--- src/hdl/lps_pkg.sv ---
// ----------------------------------------------------------------------------
// LALR parse step package
// Shared widths, table sizes, codes and controller/datapath interface types.
// ----------------------------------------------------------------------------
package lps_pkg;

    localparam int NUM_STATES      = 512;
    localparam int NUM_SYMBOLS     = 128;
    localparam int NUM_PRODUCTIONS = 256;
    localparam int STACK_DEPTH     = 64;
    localparam int MAX_HANDLE      = 15;

    localparam int STATE_W = 9;
    localparam int SYM_W   = 7;
    localparam int KIND_W  = 3;
    localparam int PROD_W  = 8;
    localparam int HEAD_W  = 7;
    localparam int LEN_W   = 4;
    localparam int SP_W    = 7;
    localparam int STAT_W  = 3;
    localparam int REQ_W   = 2;
    localparam int CFG_IDX_W  = 1;
    localparam int CFG_DATA_W = 9;

    localparam int ACT_AW    = STATE_W + SYM_W;
    localparam int ACT_DEPTH = NUM_STATES * NUM_SYMBOLS;
    localparam int ACT_DW    = KIND_W + STATE_W;
    localparam int PROD_DW   = HEAD_W + LEN_W + 1;
    localparam int STK_AW    = $clog2(STACK_DEPTH);

    localparam logic [CFG_IDX_W-1:0] CFG_TRIM = 1'b0;
    localparam logic [CFG_IDX_W-1:0] CFG_INIT = 1'b1;

    typedef enum logic [REQ_W-1:0] {
        REQ_TOKEN     = 2'd0,
        REQ_WR_ACTION = 2'd1,
        REQ_WR_PROD   = 2'd2,
        REQ_RESTART   = 2'd3
    } t_req;

    typedef enum logic [KIND_W-1:0] {
        KIND_NONE   = 3'd0,
        KIND_SHIFT  = 3'd1,
        KIND_REDUCE = 3'd2,
        KIND_GOTO   = 3'd3,
        KIND_ACCEPT = 3'd4
    } t_kind;

    typedef enum logic [STAT_W-1:0] {
        RES_SHIFT      = 3'd0,
        RES_RED_NORMAL = 3'd1,
        RES_RED_ELIM   = 3'd2,
        RES_ACCEPT     = 3'd3,
        RES_SYNTAX     = 3'd4,
        RES_INTERNAL   = 3'd5,
        RES_DONE       = 3'd6
    } t_status;

    typedef enum logic [2:0] {
        S_CLEAR,
        S_IDLE,
        S_ACT,
        S_PROD,
        S_TOP,
        S_GOTO,
        S_RESP
    } t_fsm;

    typedef struct packed {
        logic    clear_en;
        logic    act_rd_token;
        logic    wr_action;
        logic    wr_prod;
        logic    restart;
        logic    shift_push;
        logic    prod_rd;
        logic    pop;
        logic    top_rd;
        logic    act_rd_goto;
        logic    goto_push;
        logic    set_result;
        t_status result;
        logic    load_out;
    } t_ctrl_cmd;

    typedef struct packed {
        logic              clear_last;
        t_req              req;
        logic [KIND_W-1:0] act_kind;
        logic              prod_ok;
        logic              stack_full;
        logic              reduce_bad;
        logic              elim;
        logic              out_free;
    } t_dp_stat;

endpackage

--- src/hdl/lps_ctrl.sv ---
// ----------------------------------------------------------------------------
// LALR parse step controller
// Sequences table clearing, request decoding and the dependent table lookups.
// ----------------------------------------------------------------------------
module lps_ctrl (
    input  logic               i_clk,
    input  logic               i_rst_n,
    input  logic               i_in_valid,
    input  lps_pkg::t_dp_stat  i_stat,
    output lps_pkg::t_ctrl_cmd o_cmd,
    output logic               o_in_stall
);
    import lps_pkg::*;

    t_fsm r_state;
    t_fsm n_state;

    always_ff @(posedge i_clk) begin
        if (!i_rst_n) begin
            r_state <= S_CLEAR;
        end else begin
            r_state <= n_state;
        end
    end

    always_comb begin
        n_state = r_state;
        unique case (r_state)
            S_CLEAR: begin
                if (i_stat.clear_last) begin
                    n_state = S_IDLE;
                end
            end
            S_IDLE: begin
                if (i_in_valid) begin
                    n_state = (i_stat.req == REQ_TOKEN) ? S_ACT : S_RESP;
                end
            end
            S_ACT: begin
                if (i_stat.act_kind == KIND_REDUCE && i_stat.prod_ok) begin
                    n_state = S_PROD;
                end else begin
                    n_state = S_RESP;
                end
            end
            S_PROD: begin
                n_state = i_stat.reduce_bad ? S_RESP : S_TOP;
            end
            S_TOP: begin
                n_state = S_GOTO;
            end
            S_GOTO: begin
                n_state = S_RESP;
            end
            S_RESP: begin
                if (i_stat.out_free) begin
                    n_state = S_IDLE;
                end
            end
            default: begin
                n_state = S_CLEAR;
            end
        endcase
    end

    always_comb begin
        o_cmd      = '0;
        o_cmd.result = RES_DONE;
        o_in_stall = 1'b1;
        unique case (r_state)
            S_CLEAR: begin
                o_cmd.clear_en = 1'b1;
            end
            S_IDLE: begin
                o_in_stall = 1'b0;
                if (i_in_valid) begin
                    unique case (i_stat.req)
                        REQ_TOKEN: begin
                            o_cmd.act_rd_token = 1'b1;
                        end
                        REQ_WR_ACTION: begin
                            o_cmd.wr_action  = 1'b1;
                            o_cmd.set_result = 1'b1;
                        end
                        REQ_WR_PROD: begin
                            o_cmd.wr_prod    = 1'b1;
                            o_cmd.set_result = 1'b1;
                        end
                        REQ_RESTART: begin
                            o_cmd.restart    = 1'b1;
                            o_cmd.set_result = 1'b1;
                        end
                        default: begin
                            o_cmd.set_result = 1'b1;
                        end
                    endcase
                end
            end
            S_ACT: begin
                o_cmd.set_result = 1'b1;
                unique case (i_stat.act_kind)
                    KIND_NONE: begin
                        o_cmd.result = RES_SYNTAX;
                    end
                    KIND_ACCEPT: begin
                        o_cmd.result = RES_ACCEPT;
                    end
                    KIND_SHIFT: begin
                        if (i_stat.stack_full) begin
                            o_cmd.result = RES_INTERNAL;
                        end else begin
                            o_cmd.shift_push = 1'b1;
                            o_cmd.result     = RES_SHIFT;
                        end
                    end
                    KIND_REDUCE: begin
                        if (i_stat.prod_ok) begin
                            o_cmd.set_result = 1'b0;
                            o_cmd.prod_rd    = 1'b1;
                        end else begin
                            o_cmd.result = RES_INTERNAL;
                        end
                    end
                    default: begin
                        o_cmd.result = RES_INTERNAL;
                    end
                endcase
            end
            S_PROD: begin
                if (i_stat.reduce_bad) begin
                    o_cmd.set_result = 1'b1;
                    o_cmd.result     = RES_INTERNAL;
                end else begin
                    o_cmd.pop    = 1'b1;
                    o_cmd.top_rd = 1'b1;
                end
            end
            S_TOP: begin
                o_cmd.act_rd_goto = 1'b1;
            end
            S_GOTO: begin
                o_cmd.set_result = 1'b1;
                if (i_stat.act_kind == KIND_NONE) begin
                    o_cmd.result = RES_INTERNAL;
                end else begin
                    o_cmd.goto_push = 1'b1;
                    o_cmd.result    = i_stat.elim ? RES_RED_ELIM : RES_RED_NORMAL;
                end
            end
            S_RESP: begin
                o_cmd.load_out = i_stat.out_free;
            end
            default: begin
                o_cmd.clear_en = 1'b0;
            end
        endcase
    end

endmodule

--- config.mk ---
export PLATFORM = sky130hd
export DESIGN_NAME = lps_ctrl
export DESIGN_NICKNAME = d
export VERILOG_FILES = /design/src/hdl/lps_pkg.sv /design/src/hdl/lps_ctrl.sv
export SDC_FILE = /design/constraint.sdc
export NUM_CORES = 1
export LEC_CHECK = 0
export BUFFER_PORTS_ARGS = -buffer_cell sky130_fd_sc_hd__buf_2
export CORE_AREA = 2 2 39 41
export DETAILED_ROUTE_END_ITERATION = 6
export DIE_AREA = 0 0 41 43
export HOLD_SLACK_MARGIN = 0.15
export PLACE_DENSITY = 0.76
export SYNTH_ARGS = -nofsm -noshare
export SYNTH_HDL_FRONTEND = slang
export SYNTH_SLANG_ARGS = --single-unit
--- constraint.sdc ---
create_clock -name i_clk -period 2 [get_ports i_clk]
set_input_delay 0.6 -clock i_clk [delete_from_list [all_inputs] [get_ports i_clk]]
set_output_delay 0.6 -clock i_clk [all_outputs]
set_load 0.01 [all_outputs]
## Word level (Yosys, flattened, before mapping)

Index checks and enable logic that the tools add are counted.
Widths: inputs -> output; s select.

| cells by class | value |
|---|---|
| equal/unequal tests | 15 |
| mux-type cells | 38 |
| reduce and logical (&&, ||, !) cells | 6 |

Operators by type and width:

| operator | count |
|---|---|
| $mux 3 | 7 |
| $pmux 3 s7 | 1 |
| $mux 1 | 18 |
| $eq 3x3->1 const B | 4 |
| $mux 2 | 6 |
| $mux 4 | 3 |
| $pmux 3 s4 | 1 |
| $eq 3x2->1 const B | 3 |
| $pmux 3 s3 | 1 |
| $eq 3x1->1 const B | 2 |
| $logic_not 3->1 | 2 |
| $ne 2x2->1 const B | 3 |
| $eq 2x2->1 const B | 2 |
| $pmux 1 s4 | 1 |
| $reduce_and 3->1 | 1 |
| $reduce_or 3->1 | 1 |
| $eq 2x1->1 const B | 1 |
| $logic_not 2->1 | 1 |
| $logic_and 1x1->1 | 1 |

| word-level totals | value |
|---|---|
| register bits after elaboration | 3 |
| output and inout port bits | 17 |

## Logic depth before layout (Yosys ltp)

| depth | value |
|---|---|
| word-level depth | 5 |
| depth in mapped cells | 5 |
| depth with buffers taken out | 4 |

## Worst setup path before layout

OpenSTA, ideal clock, no wires.

| timing path | value |
|---|---|
| kind | input-to-output |
| from | in i_stat[5] in the netlist's numbering |
| to | out o_cmd[4] in the netlist's numbering |
| data arrival time | 1278 ps |
| path slack | 122 ps |
| stages | 2 |
| cell sequence | or4_4 o2bb2ai_1 |

RTL lines:

| item | RTL line | source |
|---|---|---|
| from (decl) | lps_ctrl.sv:9 | `input lps_pkg::t_dp_stat i_stat,` |
| to (decl) | lps_ctrl.sv:10 | `output lps_pkg::t_ctrl_cmd o_cmd,` |

==> impl_results.md <==
* Multiplexer fraction of the synthesized cell area at 4.56%
* Worst endpoint required time at 1400 ps
* Largest registers: r_state x3
* Clock net sink count at 3
* Residual DRC at 0
* Outcome: finished, violations left
* Number of synthesized register bits at 3
* RSZ-0062 raised after global routing: true
* Count of antenna diodes in the layout at 0
* Dominant combinational cell family by area after synthesis: simple AND/OR/NAND/NOR gates
* Number of cell rows at 14
* Post-synthesis cell type with the largest combined area: sky130_fd_sc_hd__dfxtp_1
* Fraction of synthesized cell area in xor and xnor cells at 0%
* X dimension of the die at 41 um
* Rel. slew slack at 76.8%
* Standby leakage power at 0.395 nW
* Worst path arrival time at 1510 ps
* Synth area leaders: sky130_fd_sc_hd__dfxtp_1 13%, sky130_fd_sc_hd__nor2b_1 6.7%, sky130_fd_sc_hd__a2bb2oi_2 6.4%
* Series of cell instances along the critical path: buf_8 -> nand2_4 -> or4_4 -> o2bb2ai_2 -> buf_2
* Vias after detailed routing at 635
* Max-cap violations at 0
* Largest stage delay on the critical path at 510 ps
* Start-to-end type of the worst setup path: in -> out
* Hold Crit Class: in -> reg
* Maximum vdd drop at 445 uV
* HPWL after DPL at 1010 um
* Pins over their slew limit at 0
* Clock skew after layout at 1.62 ps
* Drt pass-1 iters at 4
* Floorplan die area at 0.00176 mm2
* TritonCTS buffer count at 3
* Filler Cell Count at 141
* Final standard cell count with taps included and fillers excluded at 124
* I/O pins at 31
* Global-route usage over all layers at 16.7%
* Insertion delay to the later sink of the worst-skew pair at 230 ps
* Post-CTS Hold Fix Bufs at 0
* Number of H-tree levels at 1
* Synthesis warning total at 0
* Number of flip-flops under the largest register name at 3
* Overflow left after global routing at 0
* Nets in the synthesized netlist at 81
* Synthesis-to-layout area growth at 77.7%
* Kind of cell with the highest combined delay on the critical path: simple AND/OR/NAND/NOR gates
* Final design area excluding fillers at 830 um2
* Routed vias/inst at 5.12
* Worst Setup End Kind: output port
* Die height at 43 um
* Post-route antenna net violation count at 0
* TritonCTS clock tree: built
* Post-route total power at 0.728 mW
* Critical Path Slowest Stage Cell: sky130_fd_sc_hd__or4_4
* Number of distinct library cells after synthesis at 33
* Antenna violations before repair at 0
* Worst setup slack after layout at -112 ps
* Sequential area share after synthesis at 12.9%
* Maximum number of pins on one net before global-route repair at 15
* Register bank with the most flops: r_state
* Setup TNS Final at -258 ps
* Iteration-0 DRC Markers at 6
* Number of global-route vias before repair at 560
* Number of buffer and inverter instances along the worst setup path at 2
* Synthesized-area fraction occupied by and/or/nand/nor cells at 47.2%
* Wire length after detailed routing at 1550 um
* Max Clk Rate at 474 MHz
* Power per unit of standard cell area at 877 mW/mm2
* Starting density of the core at 33.7%
* Mapped Cells at 67
* Final period utilization at 106%
* # nets final at 123
* Fraction of final layout cells sized beyond drive strength 1 at 59.3%
* Area of placed instances at 674 um2
* Final setup violation count at 4
* Share of the synthesized area in compound gates (AO/OA/AOI/OAI) at 29.0%
* First-pass GRT wire length at 2080 um
* Violations in the final reports: negative setup slack
* Utilization after layout at 59.9%
* CTS clk-pin slew, worst paths at 30 ps
* Mapped Area at 467 um2
* Placer congestion estimate at 0.875
* Crit-path max FO at 4
* Post-synthesis share of cell area spent on full adders, half adders and majority gates at 0%
* Dpl cells at 117
* Post-synth top area share at 12.9%
* Mean instance size in the synthesized netlist at 6.97 um2
* Placeable Area at 0.00138 mm2
* Startpoint types: input port
* Root buffer selected by CTS: sky130_fd_sc_hd__clkbuf_4
* Routed len/inst at 12.5 um
* Worst-case clock buffer depth at 2
* Hold violation total from the final report at 0
* Final Critical Period at 2110 ps
* Number of buffers inserted by port buffering at 30
* Least-Margin Pin Slew at 343 ps
-- routing by layer --
metal | global-route usage, % | vias to the layer above | wire [um]
met3 | 3.14 | 2 | 78
li1 | - | 328 | -
met5 | 0 | - | 0
met4 | 7.33 | 0 | 27
met1 | 17.6 | 281 | 605
met2 | 29.7 | 24 | 834
-- worst register-to-register path: stages, from the launching register on --
cell                        delay, ps
sky130_fd_sc_hd__dfxtp_4          350
sky130_fd_sc_hd__or4_4            540
sky130_fd_sc_hd__buf_4            150
sky130_fd_sc_hd__a2bb2oi_2        120
sky130_fd_sc_hd__o21ai_1           80
-- logic make-up after synthesis --
| family | Yosys count |
|---|---|
| flip-flops | 3 |
| buffers and inverters | 6 |
| AO/OA/AOI/OAI | 17 |
| multiplexers | 2 |
| AND/OR/NAND/NOR | 39 |
-- cell usage after synthesis (all sizes together) --
cell / number
nand2: 8
o21a: 1
nor3: 3
o22a: 1
o2111a: 1
and3: 2
nand2b: 2
nor2: 8
o21ai: 4
dfxtp: 3
o211a: 1
nor2b: 5
and4b: 1
or2: 1
and2: 1
o2bb2ai: 1
nor4bb: 1
mux2: 1
mux2i: 1
or3: 1
or3b: 1
o31ai: 2
buf: 4
o22ai: 1
nand3b: 1
a21oi: 2
a21o: 1
nor3b: 3
a2bb2oi: 2
inv: 2
or4: 1
-- repair_timing --
| item | in CTS | in global routing |
|---|---|---|
| setup buffers | 2 | 1 |
| pin swaps | 7 | 4 |
| endpoints found under the setup margin | 8 | 7 |
| gates resized for setup | 16 | 12 |
-- cells in the final DEF, fill, tap and decap left out, drive strengths merged, types with 3 or more instances in the layout --
| cell | n |
|---|---|
| buf | 40 |
| clkbuf | 5 |
| dfxtp | 3 |
| nand2 | 8 |
| nor2 | 8 |
| nor2b | 5 |
| nor3 | 3 |
| nor3b | 3 |
| o21ai | 4 |
-- final cells by class --
| type | count | area, um2 | share of cell area, % |
|---|---|---|---|
| clock buffers | 4 | 26.3 | 3.17 |
| inverters | 2 | 7.51 | 0.905 |
| multi-input cells | 58 | 445 | 53.7 |
| flip-flops and latches | 3 | 65.1 | 7.84 |
| well taps | 16 | 20.0 | 2.41 |
| repair buffers | 41 | 265 | 32.0 |
-- power breakdown --
part           switching (mW)  internal (mW)  leakage (nW)
Clock                  0.0290         0.0746        0.0150
Sequential             0.0168         0.0854        0.0257
Combinational           0.259          0.263         0.354
Total                   0.304          0.424         0.395
-- path summary, 6_finish.rpt --
| check | end | slack (ps) | start | cells past startpoint |
|---|---|---|---|---|
| worst max-delay path | o_cmd[4] | -110 | i_stat[6] | 5 |
| worst min-delay path | r_state[1] | 640 | i_rst_n | 2 |
| worst max register to register | r_state[2] | 640 | r_state[0] | 4 |
| worst min register to register | r_state[0] | 730 | r_state[1] | 3 |
-- per-stage QoR --
stage	setup WS, ps	hold WS [ps]
floorplan	122	612
global placement	-113	745
detailed placement	-128	750
CTS	-107	624
global route	-134	634
finish	-112	638
(Power assumes the default switching activity.)
